--- src/sv/hpws_pkg.sv ---
// ----------------------------------------------------------------------------
// hpws_pkg: shared types and constants
// Opcodes, register indexes, field widths and the controller/datapath
// command and status bundles of the heading PI wheel speed block.
// ----------------------------------------------------------------------------
package hpws_pkg;

  localparam int WINDOW_DEF = 10;

  localparam int ANGLE_W = 16;
  localparam int GAIN_W  = 16;
  localparam int THR_W   = 15;
  localparam int SPD_W   = 12;
  localparam int TICK_W  = 16;
  localparam int ERR_W   = 17;
  localparam int MAG_W   = 13;
  localparam int OUT_W   = 13;
  localparam int CFG_IDX_W = 3;
  localparam int CFG_DAT_W = 16;

  localparam int ERR_LIMIT = 26214;
  localparam logic [MAG_W-1:0] MAG_SAT = MAG_W'(4096);

  localparam logic OP_START = 1'b0;
  localparam logic OP_TICK  = 1'b1;

  localparam logic [CFG_IDX_W-1:0] REG_TARGET  = 3'd0;
  localparam logic [CFG_IDX_W-1:0] REG_KP      = 3'd1;
  localparam logic [CFG_IDX_W-1:0] REG_KI      = 3'd2;
  localparam logic [CFG_IDX_W-1:0] REG_THR     = 3'd3;
  localparam logic [CFG_IDX_W-1:0] REG_MIN     = 3'd4;
  localparam logic [CFG_IDX_W-1:0] REG_MAX     = 3'd5;
  localparam logic [CFG_IDX_W-1:0] REG_TIMEOUT = 3'd6;

  typedef struct packed {
    logic ld_in;
    logic ld_err;
    logic do_start;
    logic do_idle;
    logic do_finish;
    logic mul_p;
    logic mul_i;
    logic acc;
    logic mag;
    logic boost;
    logic final_res;
    logic ld_out;
  } cmd_t;

  typedef struct packed {
    logic opcode;
    logic running;
    logic err_small;
    logic boost_need;
    logic slot_free;
  } status_t;

endpackage

--- src/sv/hpws_ctrl.sv ---
// ----------------------------------------------------------------------------
// hpws_ctrl: sequencing state machine
// Accepts one request at a time and steps the datapath through error and
// decision, then multiply, accumulate, magnitude, boost, final and result load.
// ----------------------------------------------------------------------------
module hpws_ctrl (
  input  logic               clk,
  input  logic               rst,
  input  logic               in_valid,
  output logic               in_ready,
  input  hpws_pkg::status_t  stat,
  output hpws_pkg::cmd_t     cmd
);

  localparam logic [3:0] S_IDLE   = 4'd0;
  localparam logic [3:0] S_ERR    = 4'd1;
  localparam logic [3:0] S_DECIDE = 4'd2;
  localparam logic [3:0] S_MULP   = 4'd3;
  localparam logic [3:0] S_MULI   = 4'd4;
  localparam logic [3:0] S_ACC    = 4'd5;
  localparam logic [3:0] S_MAG    = 4'd6;
  localparam logic [3:0] S_BOOST  = 4'd7;
  localparam logic [3:0] S_FINAL  = 4'd8;
  localparam logic [3:0] S_OUT    = 4'd9;

  logic [3:0] state, state_next;

  assign in_ready = (state == S_IDLE);

  always_ff @(posedge clk) begin
    if (rst) begin
      state <= S_IDLE;
    end else begin
      state <= state_next;
    end
  end

  always_comb begin
    cmd = '0;
    state_next = state;
    unique case (state)
      S_IDLE: begin
        if (in_valid) begin
          cmd.ld_in = 1'b1;
          state_next = S_ERR;
        end
      end
      S_ERR: begin
        cmd.ld_err = 1'b1;
        state_next = S_DECIDE;
      end
      S_DECIDE: begin
        priority if (stat.opcode == hpws_pkg::OP_START) begin
          cmd.do_start = 1'b1;
          state_next = S_OUT;
        end else if (!stat.running) begin
          cmd.do_idle = 1'b1;
          state_next = S_OUT;
        end else if (stat.err_small) begin
          cmd.do_finish = 1'b1;
          state_next = S_OUT;
        end else begin
          state_next = S_MULP;
        end
      end
      S_MULP: begin
        cmd.mul_p = 1'b1;
        state_next = S_MULI;
      end
      S_MULI: begin
        cmd.mul_i = 1'b1;
        state_next = S_ACC;
      end
      S_ACC: begin
        cmd.acc = 1'b1;
        state_next = S_MAG;
      end
      S_MAG: begin
        cmd.mag = 1'b1;
        state_next = S_BOOST;
      end
      S_BOOST: begin
        if (stat.boost_need) begin
          cmd.boost = 1'b1;
        end else begin
          state_next = S_FINAL;
        end
      end
      S_FINAL: begin
        cmd.final_res = 1'b1;
        state_next = S_OUT;
      end
      S_OUT: begin
        if (stat.slot_free) begin
          cmd.ld_out = 1'b1;
          state_next = S_IDLE;
        end
      end
      default: begin
        state_next = S_IDLE;
      end
    endcase
  end

endmodule

--- src/sv/hpws_dp.sv ---
// ----------------------------------------------------------------------------
// hpws_dp: controller datapath
// Configuration registers, heading error, shared gain multiplier, error
// window with running sum, speed boost and clamp, tick counter and the
// output register.
// ----------------------------------------------------------------------------
module hpws_dp #(
  parameter int WINDOW = hpws_pkg::WINDOW_DEF
) (
  input  logic                                  clk,
  input  logic                                  rst,
  input  logic                                  cfg_we,
  input  logic [hpws_pkg::CFG_IDX_W-1:0]        cfg_index,
  input  logic [hpws_pkg::CFG_DAT_W-1:0]        cfg_data,
  input  logic                                  opcode,
  input  logic [hpws_pkg::ANGLE_W-1:0]          heading,
  input  logic                                  out_ready,
  input  hpws_pkg::cmd_t                        cmd,
  output hpws_pkg::status_t                     stat,
  output logic                                  out_valid,
  output logic signed [hpws_pkg::OUT_W-1:0]     left_speed,
  output logic signed [hpws_pkg::OUT_W-1:0]     right_speed,
  output logic                                  done_res,
  output logic                                  timed_out,
  output logic                                  active
);

  localparam int ERR_W  = hpws_pkg::ERR_W;
  localparam int MAG_W  = hpws_pkg::MAG_W;
  localparam int GAIN_W = hpws_pkg::GAIN_W;
  localparam int SUM_W  = $clog2(WINDOW * hpws_pkg::ERR_LIMIT + 1) + 1;
  localparam int MB_W   = (SUM_W > ERR_W) ? SUM_W : ERR_W;
  localparam int PROD_W = MB_W + GAIN_W + 1;
  localparam int X_W    = PROD_W + 1;
  localparam int POS_W  = (WINDOW > 1) ? $clog2(WINDOW) : 1;

  // configuration
  logic [hpws_pkg::ANGLE_W-1:0] target_angle;
  logic [GAIN_W-1:0]            prop_gain;
  logic [GAIN_W-1:0]            integral_gain;
  logic [hpws_pkg::THR_W-1:0]   stop_threshold;
  logic [hpws_pkg::SPD_W-1:0]   min_speed;
  logic [hpws_pkg::SPD_W-1:0]   max_speed;
  logic [hpws_pkg::TICK_W-1:0]  timeout_ticks;

  always_ff @(posedge clk) begin
    if (rst) begin
      target_angle   <= '0;
      prop_gain      <= GAIN_W'(256);
      integral_gain  <= '0;
      stop_threshold <= hpws_pkg::THR_W'(64);
      min_speed      <= hpws_pkg::SPD_W'(8);
      max_speed      <= hpws_pkg::SPD_W'(1000);
      timeout_ticks  <= hpws_pkg::TICK_W'(32000);
    end else if (cfg_we) begin
      unique case (cfg_index)
        hpws_pkg::REG_TARGET:  target_angle   <= cfg_data;
        hpws_pkg::REG_KP:      prop_gain      <= cfg_data;
        hpws_pkg::REG_KI:      integral_gain  <= cfg_data;
        hpws_pkg::REG_THR:     stop_threshold <= cfg_data[hpws_pkg::THR_W-1:0];
        hpws_pkg::REG_MIN:     min_speed      <= cfg_data[hpws_pkg::SPD_W-1:0];
        hpws_pkg::REG_MAX:     max_speed      <= cfg_data[hpws_pkg::SPD_W-1:0];
        hpws_pkg::REG_TIMEOUT: timeout_ticks  <= cfg_data;
        default: ;
      endcase
    end
  end

  // request capture and heading error
  logic                         opcode_r;
  logic [hpws_pkg::ANGLE_W-1:0] heading_r;
  logic signed [ERR_W-1:0]      err_r;
  logic                         small_r;

  logic [hpws_pkg::ANGLE_W-1:0] diff;
  logic signed [ERR_W-1:0]      e_raw;
  logic [ERR_W-1:0]             e_abs;
  logic                         e_over;
  logic signed [ERR_W-1:0]      e_clamp;
  logic [ERR_W-1:0]             abs_clamp;

  always_comb begin
    diff      = target_angle - heading_r;
    e_raw     = ERR_W'(signed'(diff));
    e_abs     = e_raw[ERR_W-1] ? ERR_W'(-e_raw) : ERR_W'(e_raw);
    e_over    = e_abs > ERR_W'(hpws_pkg::ERR_LIMIT);
    e_clamp   = e_over ? ERR_W'(hpws_pkg::ERR_LIMIT) : e_raw;
    abs_clamp = e_over ? ERR_W'(hpws_pkg::ERR_LIMIT) : e_abs;
  end

  always_ff @(posedge clk) begin
    if (cmd.ld_in) begin
      opcode_r  <= opcode;
      heading_r <= heading;
    end
    if (cmd.ld_err) begin
      err_r   <= e_clamp;
      small_r <= abs_clamp < ERR_W'(stop_threshold);
    end
  end

  // error window
  logic signed [ERR_W-1:0] win [WINDOW];
  logic [WINDOW-1:0]       win_valid;
  logic [POS_W-1:0]        pos;
  logic signed [SUM_W-1:0] window_sum;
  logic signed [ERR_W-1:0] old_err;

  assign old_err = win_valid[pos] ? win[pos] : '0;

  always_ff @(posedge clk) begin
    if (cmd.acc) begin
      win[pos] <= err_r;
    end
  end

  always_ff @(posedge clk) begin
    if (rst) begin
      win_valid  <= '0;
      window_sum <= '0;
      pos        <= '0;
    end else if (cmd.do_start) begin
      win_valid  <= '0;
      window_sum <= '0;
      pos        <= '0;
    end else if (cmd.acc) begin
      win_valid[pos] <= 1'b1;
      window_sum <= window_sum - SUM_W'(old_err) + SUM_W'(err_r);
      pos <= (pos == POS_W'(WINDOW - 1)) ? '0 : pos + POS_W'(1);
    end
  end

  // shared gain multiplier
  logic signed [GAIN_W:0]   mul_a;
  logic signed [MB_W-1:0]   mul_b;
  logic signed [PROD_W-1:0] mul_p;
  logic signed [PROD_W-1:0] prod_r;
  logic signed [PROD_W-1:0] acc_r;
  logic signed [X_W-1:0]    x_r;

  always_comb begin
    mul_a = signed'({1'b0, cmd.mul_i ? integral_gain : prop_gain});
    mul_b = cmd.mul_i ? MB_W'(window_sum) : MB_W'(err_r);
    mul_p = mul_a * mul_b;
  end

  // magnitude, boost and clamp
  logic [X_W-1:0]   x_abs;
  logic [X_W-1:0]   x_sh;
  logic [MAG_W-1:0] mag;
  logic             neg;
  logic [MAG_W:0]   b3;
  logic [MAG_W-1:0] m_cl;

  always_comb begin
    x_abs = x_r[X_W-1] ? X_W'(-x_r) : X_W'(x_r);
    x_sh  = x_abs >> 8;
    b3    = {1'b0, mag} + {mag, 1'b0} + (MAG_W+1)'(1);
    m_cl  = (mag > MAG_W'(max_speed)) ? MAG_W'(max_speed) : mag;
  end

  always_ff @(posedge clk) begin
    if (cmd.mul_p) begin
      prod_r <= mul_p;
    end
    if (cmd.mul_i) begin
      acc_r  <= prod_r;
      prod_r <= mul_p;
    end
    if (cmd.acc) begin
      x_r <= X_W'(acc_r) + X_W'(prod_r);
    end
    if (cmd.mag) begin
      neg <= x_r[X_W-1];
      mag <= (x_sh > X_W'(hpws_pkg::MAG_SAT - MAG_W'(1))) ? hpws_pkg::MAG_SAT
                                                         : x_sh[MAG_W-1:0];
    end else if (cmd.boost) begin
      mag <= b3[MAG_W:1];
    end
  end

  // movement state and pending result
  logic                        running;
  logic [hpws_pkg::TICK_W-1:0] tick_count;
  logic [hpws_pkg::TICK_W-1:0] tick_next;
  logic                        tmo;
  logic signed [hpws_pkg::OUT_W-1:0] res_speed;
  logic                        res_done;
  logic                        res_tmo;
  logic                        res_act;

  always_comb begin
    tick_next = (tick_count == '1) ? tick_count : tick_count + hpws_pkg::TICK_W'(1);
    tmo       = tick_next > timeout_ticks;
  end

  always_ff @(posedge clk) begin
    if (rst) begin
      running    <= 1'b0;
      tick_count <= '0;
    end else if (cmd.do_start) begin
      running    <= 1'b1;
      tick_count <= '0;
    end else if (cmd.do_finish) begin
      running <= 1'b0;
    end else if (cmd.final_res) begin
      tick_count <= tick_next;
      running    <= !tmo;
    end
  end

  always_ff @(posedge clk) begin
    if (cmd.do_start) begin
      res_speed <= '0;
      res_done  <= 1'b0;
      res_tmo   <= 1'b0;
      res_act   <= 1'b1;
    end else if (cmd.do_idle) begin
      res_speed <= '0;
      res_done  <= 1'b0;
      res_tmo   <= 1'b0;
      res_act   <= 1'b0;
    end else if (cmd.do_finish) begin
      res_speed <= '0;
      res_done  <= 1'b1;
      res_tmo   <= 1'b0;
      res_act   <= 1'b0;
    end else if (cmd.final_res) begin
      res_speed <= neg ? -signed'(m_cl) : signed'(m_cl);
      res_done  <= 1'b0;
      res_tmo   <= tmo;
      res_act   <= !tmo;
    end
  end

  // output register
  always_ff @(posedge clk) begin
    if (rst) begin
      out_valid <= 1'b0;
    end else if (cmd.ld_out) begin
      out_valid <= 1'b1;
    end else if (out_ready) begin
      out_valid <= 1'b0;
    end
  end

  always_ff @(posedge clk) begin
    if (cmd.ld_out) begin
      right_speed <= res_speed;
      left_speed  <= -res_speed;
      done_res    <= res_done;
      timed_out   <= res_tmo;
      active      <= res_act;
    end
  end

  always_comb begin
    stat.opcode     = opcode_r;
    stat.running    = running;
    stat.err_small  = small_r;
    stat.boost_need = (mag != '0) && (mag < MAG_W'(min_speed));
    stat.slot_free  = !out_valid || out_ready;
  end

endmodule

--- src/sv/heading_pi_wheel_speed_top.sv ---
// ----------------------------------------------------------------------------
// heading_pi_wheel_speed_top: in-place rotation PI controller
// Heading error with half-turn wrap, PI drive over a sliding error window,
// min-speed boost and max-speed clamp, opposite wheel speed commands.
//
//   channel  signals                               direction
//   in       in_valid/in_ready, opcode, heading    request in
//   out      out_valid/out_ready, speeds, flags    result out
//   cfg      cfg_we, cfg_index, cfg_data           register write
//
// Start, idle and finishing ticks pass error, decision and output load; a
// driving tick adds multiply, accumulate, magnitude, boost while needed
// and final result. One request is worked at a time; the output register
// lets the next request enter while a result waits. A stalled output holds
// the finished result in the datapath. rst is synchronous and clears all
// control state and loads the register defaults.
// ----------------------------------------------------------------------------
module heading_pi_wheel_speed_top #(
  parameter int WINDOW = hpws_pkg::WINDOW_DEF
) (
  input  logic                               clk,
  input  logic                               rst,
  input  logic                               cfg_we,
  input  logic [hpws_pkg::CFG_IDX_W-1:0]     cfg_index,
  input  logic [hpws_pkg::CFG_DAT_W-1:0]     cfg_data,
  input  logic                               in_valid,
  output logic                               in_ready,
  input  logic                               opcode,
  input  logic [hpws_pkg::ANGLE_W-1:0]       heading,
  output logic                               out_valid,
  input  logic                               out_ready,
  output logic signed [hpws_pkg::OUT_W-1:0]  left_speed,
  output logic signed [hpws_pkg::OUT_W-1:0]  right_speed,
  output logic                               done_res,
  output logic                               timed_out,
  output logic                               active
);

  hpws_pkg::cmd_t    cmd;
  hpws_pkg::status_t stat;

  hpws_ctrl u_ctrl (
    .clk      (clk),
    .rst      (rst),
    .in_valid (in_valid),
    .in_ready (in_ready),
    .stat     (stat),
    .cmd      (cmd)
  );

  hpws_dp #(
    .WINDOW (WINDOW)
  ) u_dp (
    .clk         (clk),
    .rst         (rst),
    .cfg_we      (cfg_we),
    .cfg_index   (cfg_index),
    .cfg_data    (cfg_data),
    .opcode      (opcode),
    .heading     (heading),
    .out_ready   (out_ready),
    .cmd         (cmd),
    .stat        (stat),
    .out_valid   (out_valid),
    .left_speed  (left_speed),
    .right_speed (right_speed),
    .done_res    (done_res),
    .timed_out   (timed_out),
    .active      (active)
  );

endmodule

--- config.mk ---
export PLATFORM = sky130hd
export DESIGN_NAME = heading_pi_wheel_speed_top
export DESIGN_NICKNAME = d
export VERILOG_FILES = /design/src/sv/hpws_pkg.sv /design/src/sv/hpws_ctrl.sv /design/src/sv/hpws_dp.sv /design/src/sv/heading_pi_wheel_speed_top.sv
export SDC_FILE = /design/constraint.sdc
export NUM_CORES = 2
export LEC_CHECK = 0
export BUFFER_PORTS_ARGS = -buffer_cell sky130_fd_sc_hd__buf_2
export CAP_MARGIN = 20
export CORE_ASPECT_RATIO = 0.75
export CORE_MARGIN = 2
export CORE_UTILIZATION = 25
export DETAILED_ROUTE_END_ITERATION = 16
export PLACE_DENSITY = 0.44
export SLEW_MARGIN = 15
export SYNTH_ARGS = -nofsm -noshare
export SYNTH_HDL_FRONTEND = slang
export SYNTH_SLANG_ARGS = --single-unit
--- constraint.sdc ---
create_clock -name clk -period 8.4 [get_ports clk]
set_clock_uncertainty 0.1 [all_clocks]
set_input_delay 1.26 -clock clk [delete_from_list [all_inputs] [get_ports clk]]
set_output_delay 1.26 -clock clk [all_outputs]
set_load 0.02 [all_outputs]
==> flow_results.org <==
** Logic synthesis
- The biggest area contributor in the post-synthesis netlist is sky130_fd_sc_hd__edfxtp_1.
- The compound-gate portion of the synthesized area came to 0.108.
- The most used flip-flop cell after synthesis is sky130_fd_sc_hd__edfxtp_1.
- Measured against the total synthesized area, the mux share comes to 0.0369.
- Of the total synthesized cell area, the portion taken by XOR and XNOR cells is 0.0395.
- Counting flops with a built-in enable in the synthesized netlist gives 345.
- Fraction of the mapped netlist area in adder cells :: 0.249
- Gate Count Post-Synth :: 3879
- The number of nets in the synthesized netlist is 4485.
- Ys Warns :: 0
- Combinational family with the most area after synthesis :: adder cells
- In the post-synthesis netlist, the biggest area contributors are sky130_fd_sc_hd__edfxtp_1 27%, sky130_fd_sc_hd__fa_1 17%, sky130_fd_sc_hd__dfxtp_1 9.3%.
- Summing every instance area after synthesis gives 0.0383 sq mm.
- Synth unique cells :: 85
- Of the total synthesized cell area, the portion taken by AND, OR, NAND and NOR gates is 0.133.
- For this run, asynchronously set or reset flops after synthesis account for 0.
- The share of the Yosys chip area taken by registers is 0.363.
- The share of synthesized area in the top cell type comes to 0.270.
- A synthesized cell averages 9.88 sq um.
- In this run, synthesis produced a sequential element count of 523.

** Die
- Placeable core region :: 0.152 sq mm
- The initial utilization of the core area, before any placement, comes to 0.251.
- The floorplan has 124 rows.
- Number of top-level pins :: 72
- The floorplan step defined a die boundary enclosing 0.156 sq mm.
- The die is 343 um tall.
- Horizontal extent of the die :: 456 um

** Power
- IR analysis of the VDD net gives a maximum drop of 0.144 mV.
- Of the total power, the share spent switching nets is 0.340.
- Of the total power, combinational logic draws 0.304.
- Power spread over the standard cell area amounts to 186 mW/mm^2.
- Part of the power in registers :: 0.384
- Static leakage :: 0.0179 uW
- In this run the power spent charging and discharging nets is 2750 uW.
- Internal Dissipation :: 5350 uW
- Share of total power in the clock network :: 0.312

** GRT
- The total overflow left after global routing is 0.
- Across every metal layer, demand over resource in global routing totals 0.143.
- Entering global routing, the biggest net connects 60 pins.
- First-pass GRT wire length :: 172 mm
- Initial antenna violation count :: 13
- Number of global-route vias before repair :: 26900

** Clock tree
- Number of CTS-inserted buffers :: 54
- After clock tree synthesis, the clock-pin slew on the worst setup and hold paths is 0.07 ns.
- Clock latency of the later-clocked register in the worst-skew pair :: 0.66 ns
- TritonCTS built the clock tree.
- Max Root-Sink Buffers :: 3
- The number of hold buffers added after CTS was 0.
- In this run the number of H-tree levels came out at 2.
- Root Buffer :: sky130_fd_sc_hd__clkbuf_16
- Sink Count :: 523

** Place
- Total of buffers placed on input and output ports :: 71
- Cell Area, Placed :: 0.0416 sq mm
- Post-DP HPWL :: 87.8 mm
- Routability-driven placement finished with a final weighted congestion of 0.875.

** Timing
- Count of final setup violators :: 0
- Of the available clock period, the critical path in the final layout requires 0.939.
- At the pin with the least slew margin, the transition time is 1.10 ns.
- Total count of hold-check failures in the final report :: 0
- The final count of pins violating max slew is 0.
- RSZ-0062 raised after global routing :: no
- After layout, the minimum clock period comes to 7.89 ns.
- After routing, the total negative slack on setup checks comes to 0 ns.
- Derived from the worst setup path, the maximum achievable clock frequency is 127 MHz.
- Slew headroom :: 0.264

** Worst setup path
- Critical path capture point type :: flip-flop
- Critical Path AT :: 8.16 ns
- Reg2Reg Setup Slack :: 0.51 ns
- Origin of the critical flop-to-flop path :: u_ctrl.state[3]
- Worst setup path end :: u_dp.prod_r[34]
- Worst setup path startpoint :: u_ctrl.state[3]
- In this run the worst path has a maximum fanout of 34.
- STA classifies the critical path startpoint as a flip-flop.
- By startpoint and endpoint, the worst setup path is classified as flip-flop to flip-flop.
- In this design, the stage delay of the slowest critical-path cell is 0.56 ns.
- For the worst setup path, the data required time is 8.67 ns.
- Among the stages of the critical path, the cell type that occurs most often is sky130_fd_sc_hd__fa_1.
- Cell at the slowest stage of the critical path :: sky130_fd_sc_hd__fa_1
- Endpoint of the worst-slack reg-to-reg timing path :: u_dp.prod_r[34]
- The worst register-to-register path has a depth of 29.

** Route
- 1st-iter DRT viols :: 2280
- In the routed design, unresolved DRC markers number 0.
- Remaining antenna violation count :: 0
- Dividing the detail-routed wire length by the instance count gives 18.6 um.
- For this run, the detailed router's first-pass iteration total came to 5.
- Using the TritonRoute via totals, the vias-per-cell ratio works out to 4.47.
- Routed WL :: 112 mm
- Via count :: 27100

** Layout
- Compared with the post-synthesis result, the final layout area differs by 13.6%.
- The finished cells cover 0.0435 sq mm.
- NumNets Final :: 4596
- Share of final-layout standard cells stronger than drive strength 1 :: 0.0949

** Flow run
- # Max-Cap Violations :: 0

** Min path
- The path class of the tightest hold or removal check is flip-flop to flip-flop.

** Status
- Outcome :: completed
## placed cells by master, fill, tap and decap left out, types with 70 or more instances in the layout
cell type                  count
sky130_fd_sc_hd__inv_1       587
sky130_fd_sc_hd__nand2_1     533
sky130_fd_sc_hd__edfxtp_1    345
sky130_fd_sc_hd__fa_1        328
sky130_fd_sc_hd__nor2_1      305
sky130_fd_sc_hd__a21oi_1     248
sky130_fd_sc_hd__ha_1        237
sky130_fd_sc_hd__dfxtp_1     177
sky130_fd_sc_hd__xnor2_1     109
sky130_fd_sc_hd__buf_4       109
sky130_fd_sc_hd__a21o_1       92
sky130_fd_sc_hd__o21ai_0      89
sky130_fd_sc_hd__buf_2        70
## logic make-up after synthesis
logic type                 count (synthesis)
and+or+nand+nor                         1152
adders and majority gates                565
muxes                                     97
DFF                                      523
AOI/OAI and AO/OA                        654
buffers and inverters                    715
xor gates and xnor gates                 173
## per-stage QoR
step | setup slack [ns] | utilization | total power (uW) | hold WS [ns] | cells
finish | 0.512 | 0.286 | 8110 | 0.356 | 6053
global route | 0.00295 | 0.286 | 8640 | 0.371 | 6052
global placement | 0.377 | 0.273 | 5630 | 0.343 | 5946
floorplan | 0.0292 | - | 4850 | 0.308 | 3879
detailed placement | 0.308 | 0.273 | 5620 | 0.348 | 5946
CTS | 0.261 | 0.285 | 8200 | 0.358 | 6047
## cells in the mapped netlist (9+ instances only)
library cell               count
sky130_fd_sc_hd__inv_1       587
sky130_fd_sc_hd__nand2_1     533
sky130_fd_sc_hd__edfxtp_1    345
sky130_fd_sc_hd__fa_1        328
sky130_fd_sc_hd__nor2_1      314
sky130_fd_sc_hd__a21oi_1     251
sky130_fd_sc_hd__ha_1        237
sky130_fd_sc_hd__dfxtp_1     178
sky130_fd_sc_hd__xnor2_1     109
sky130_fd_sc_hd__clkbuf_1    106
sky130_fd_sc_hd__a21o_1       93
sky130_fd_sc_hd__o21ai_0      89
sky130_fd_sc_hd__xor2_1       64
sky130_fd_sc_hd__a211oi_1     50
sky130_fd_sc_hd__mux2i_1      50
sky130_fd_sc_hd__nand2b_1     44
sky130_fd_sc_hd__nor3_1       44
sky130_fd_sc_hd__nor2b_1      38
sky130_fd_sc_hd__mux4_2       34
sky130_fd_sc_hd__nand3_1      32
sky130_fd_sc_hd__a31oi_1      29
sky130_fd_sc_hd__o21a_1       23
sky130_fd_sc_hd__nand4_1      22
sky130_fd_sc_hd__nand3b_1     20
sky130_fd_sc_hd__and2_1       18
sky130_fd_sc_hd__and3_1       16
sky130_fd_sc_hd__o22ai_1      15
sky130_fd_sc_hd__or3_1        15
sky130_fd_sc_hd__mux2_2       13
sky130_fd_sc_hd__nor4_1       13
sky130_fd_sc_hd__o211ai_1     13
sky130_fd_sc_hd__buf_1        12
sky130_fd_sc_hd__o21bai_1     12
sky130_fd_sc_hd__nand2_2      10
sky130_fd_sc_hd__a211o_1       9
sky130_fd_sc_hd__or2_2         9
## registers in the layout, indices dropped and copies added, names as in the netlist, 16 cells and up, named ones only
name	flops
u_dp.timeout_ticks	16
u_dp.x_r	37
u_dp.heading_r	16
u_dp.target_angle	16
u_dp.prop_gain	16
u_dp.window_sum	19
u_dp.tick_count	16
u_dp.err_r	16
u_dp.acc_r	36
u_dp.integral_gain	16
u_dp.win	160
u_dp.prod_r	36
## metal layers
metal	GRT usage	part of all wire	wire, um
met5	0	0.000062	7
met4	0.0277	0.017	1940
met3	0.0309	0.074	8280
met2	0.189	0.37	41700
met1	0.231	0.54	60400
## power by group through the flow
stage	registers [uW]	logic [uW]	clock network, uW
6_report	3110	2470	2530
5_1_grt	3130	2800	2710
4_1_cts	3120	2470	2610
3_5_place_dp	3170	2450	0
3_3_place_gp	3170	2460	0
2_1_floorplan	3120	1730	0
## critical path: cells and delay by family, from the launching register on
kind                     cells  cell delay (ns)
AO/OA/AOI/OAI                9             2.14
buffers and inverters        6             0.76
XOR/XNOR                     1             0.08
adder cells (fa/ha/maj)      7             3.46
AND/OR/NAND/NOR              6             0.71
flip-flops                   1             0.31
## worst min path at each step
stage                                 startpoint                endpoint  slack (ns)  cells after the start
after detailed placement  u_dp.stop_threshold[9]  u_dp.stop_threshold[9]        0.35                      2
final                         u_dp.min_speed[11]      u_dp.min_speed[11]        0.36                      2
after global placement         u_dp.min_speed[8]       u_dp.min_speed[8]        0.34                      2
after CTS                 u_dp.stop_threshold[9]  u_dp.stop_threshold[9]        0.36                      2
after floorplan                    u_dp.res_done           u_dp.done_res        0.31                      0
after global routing              u_dp.prod_r[2]           u_dp.acc_r[2]        0.37                      0
## cell type report
type,instances,area [sq um]
antenna,2,5.00
clock buffer,69,1460
clock inverter,32,384
fill,16100,109000
inverter,588,2210
multi-input combinational,2641,21800
sequential,523,13900
tap,2016,2520
timing repair buffer,182,1240
## repair_timing
item                                    4_1_cts  5_1_grt
endpoints found under the setup margin        0        2
resized for setup                             0        8
setup buffers                                 0        0
No activity file was read; power rests on OpenSTA's default activity.
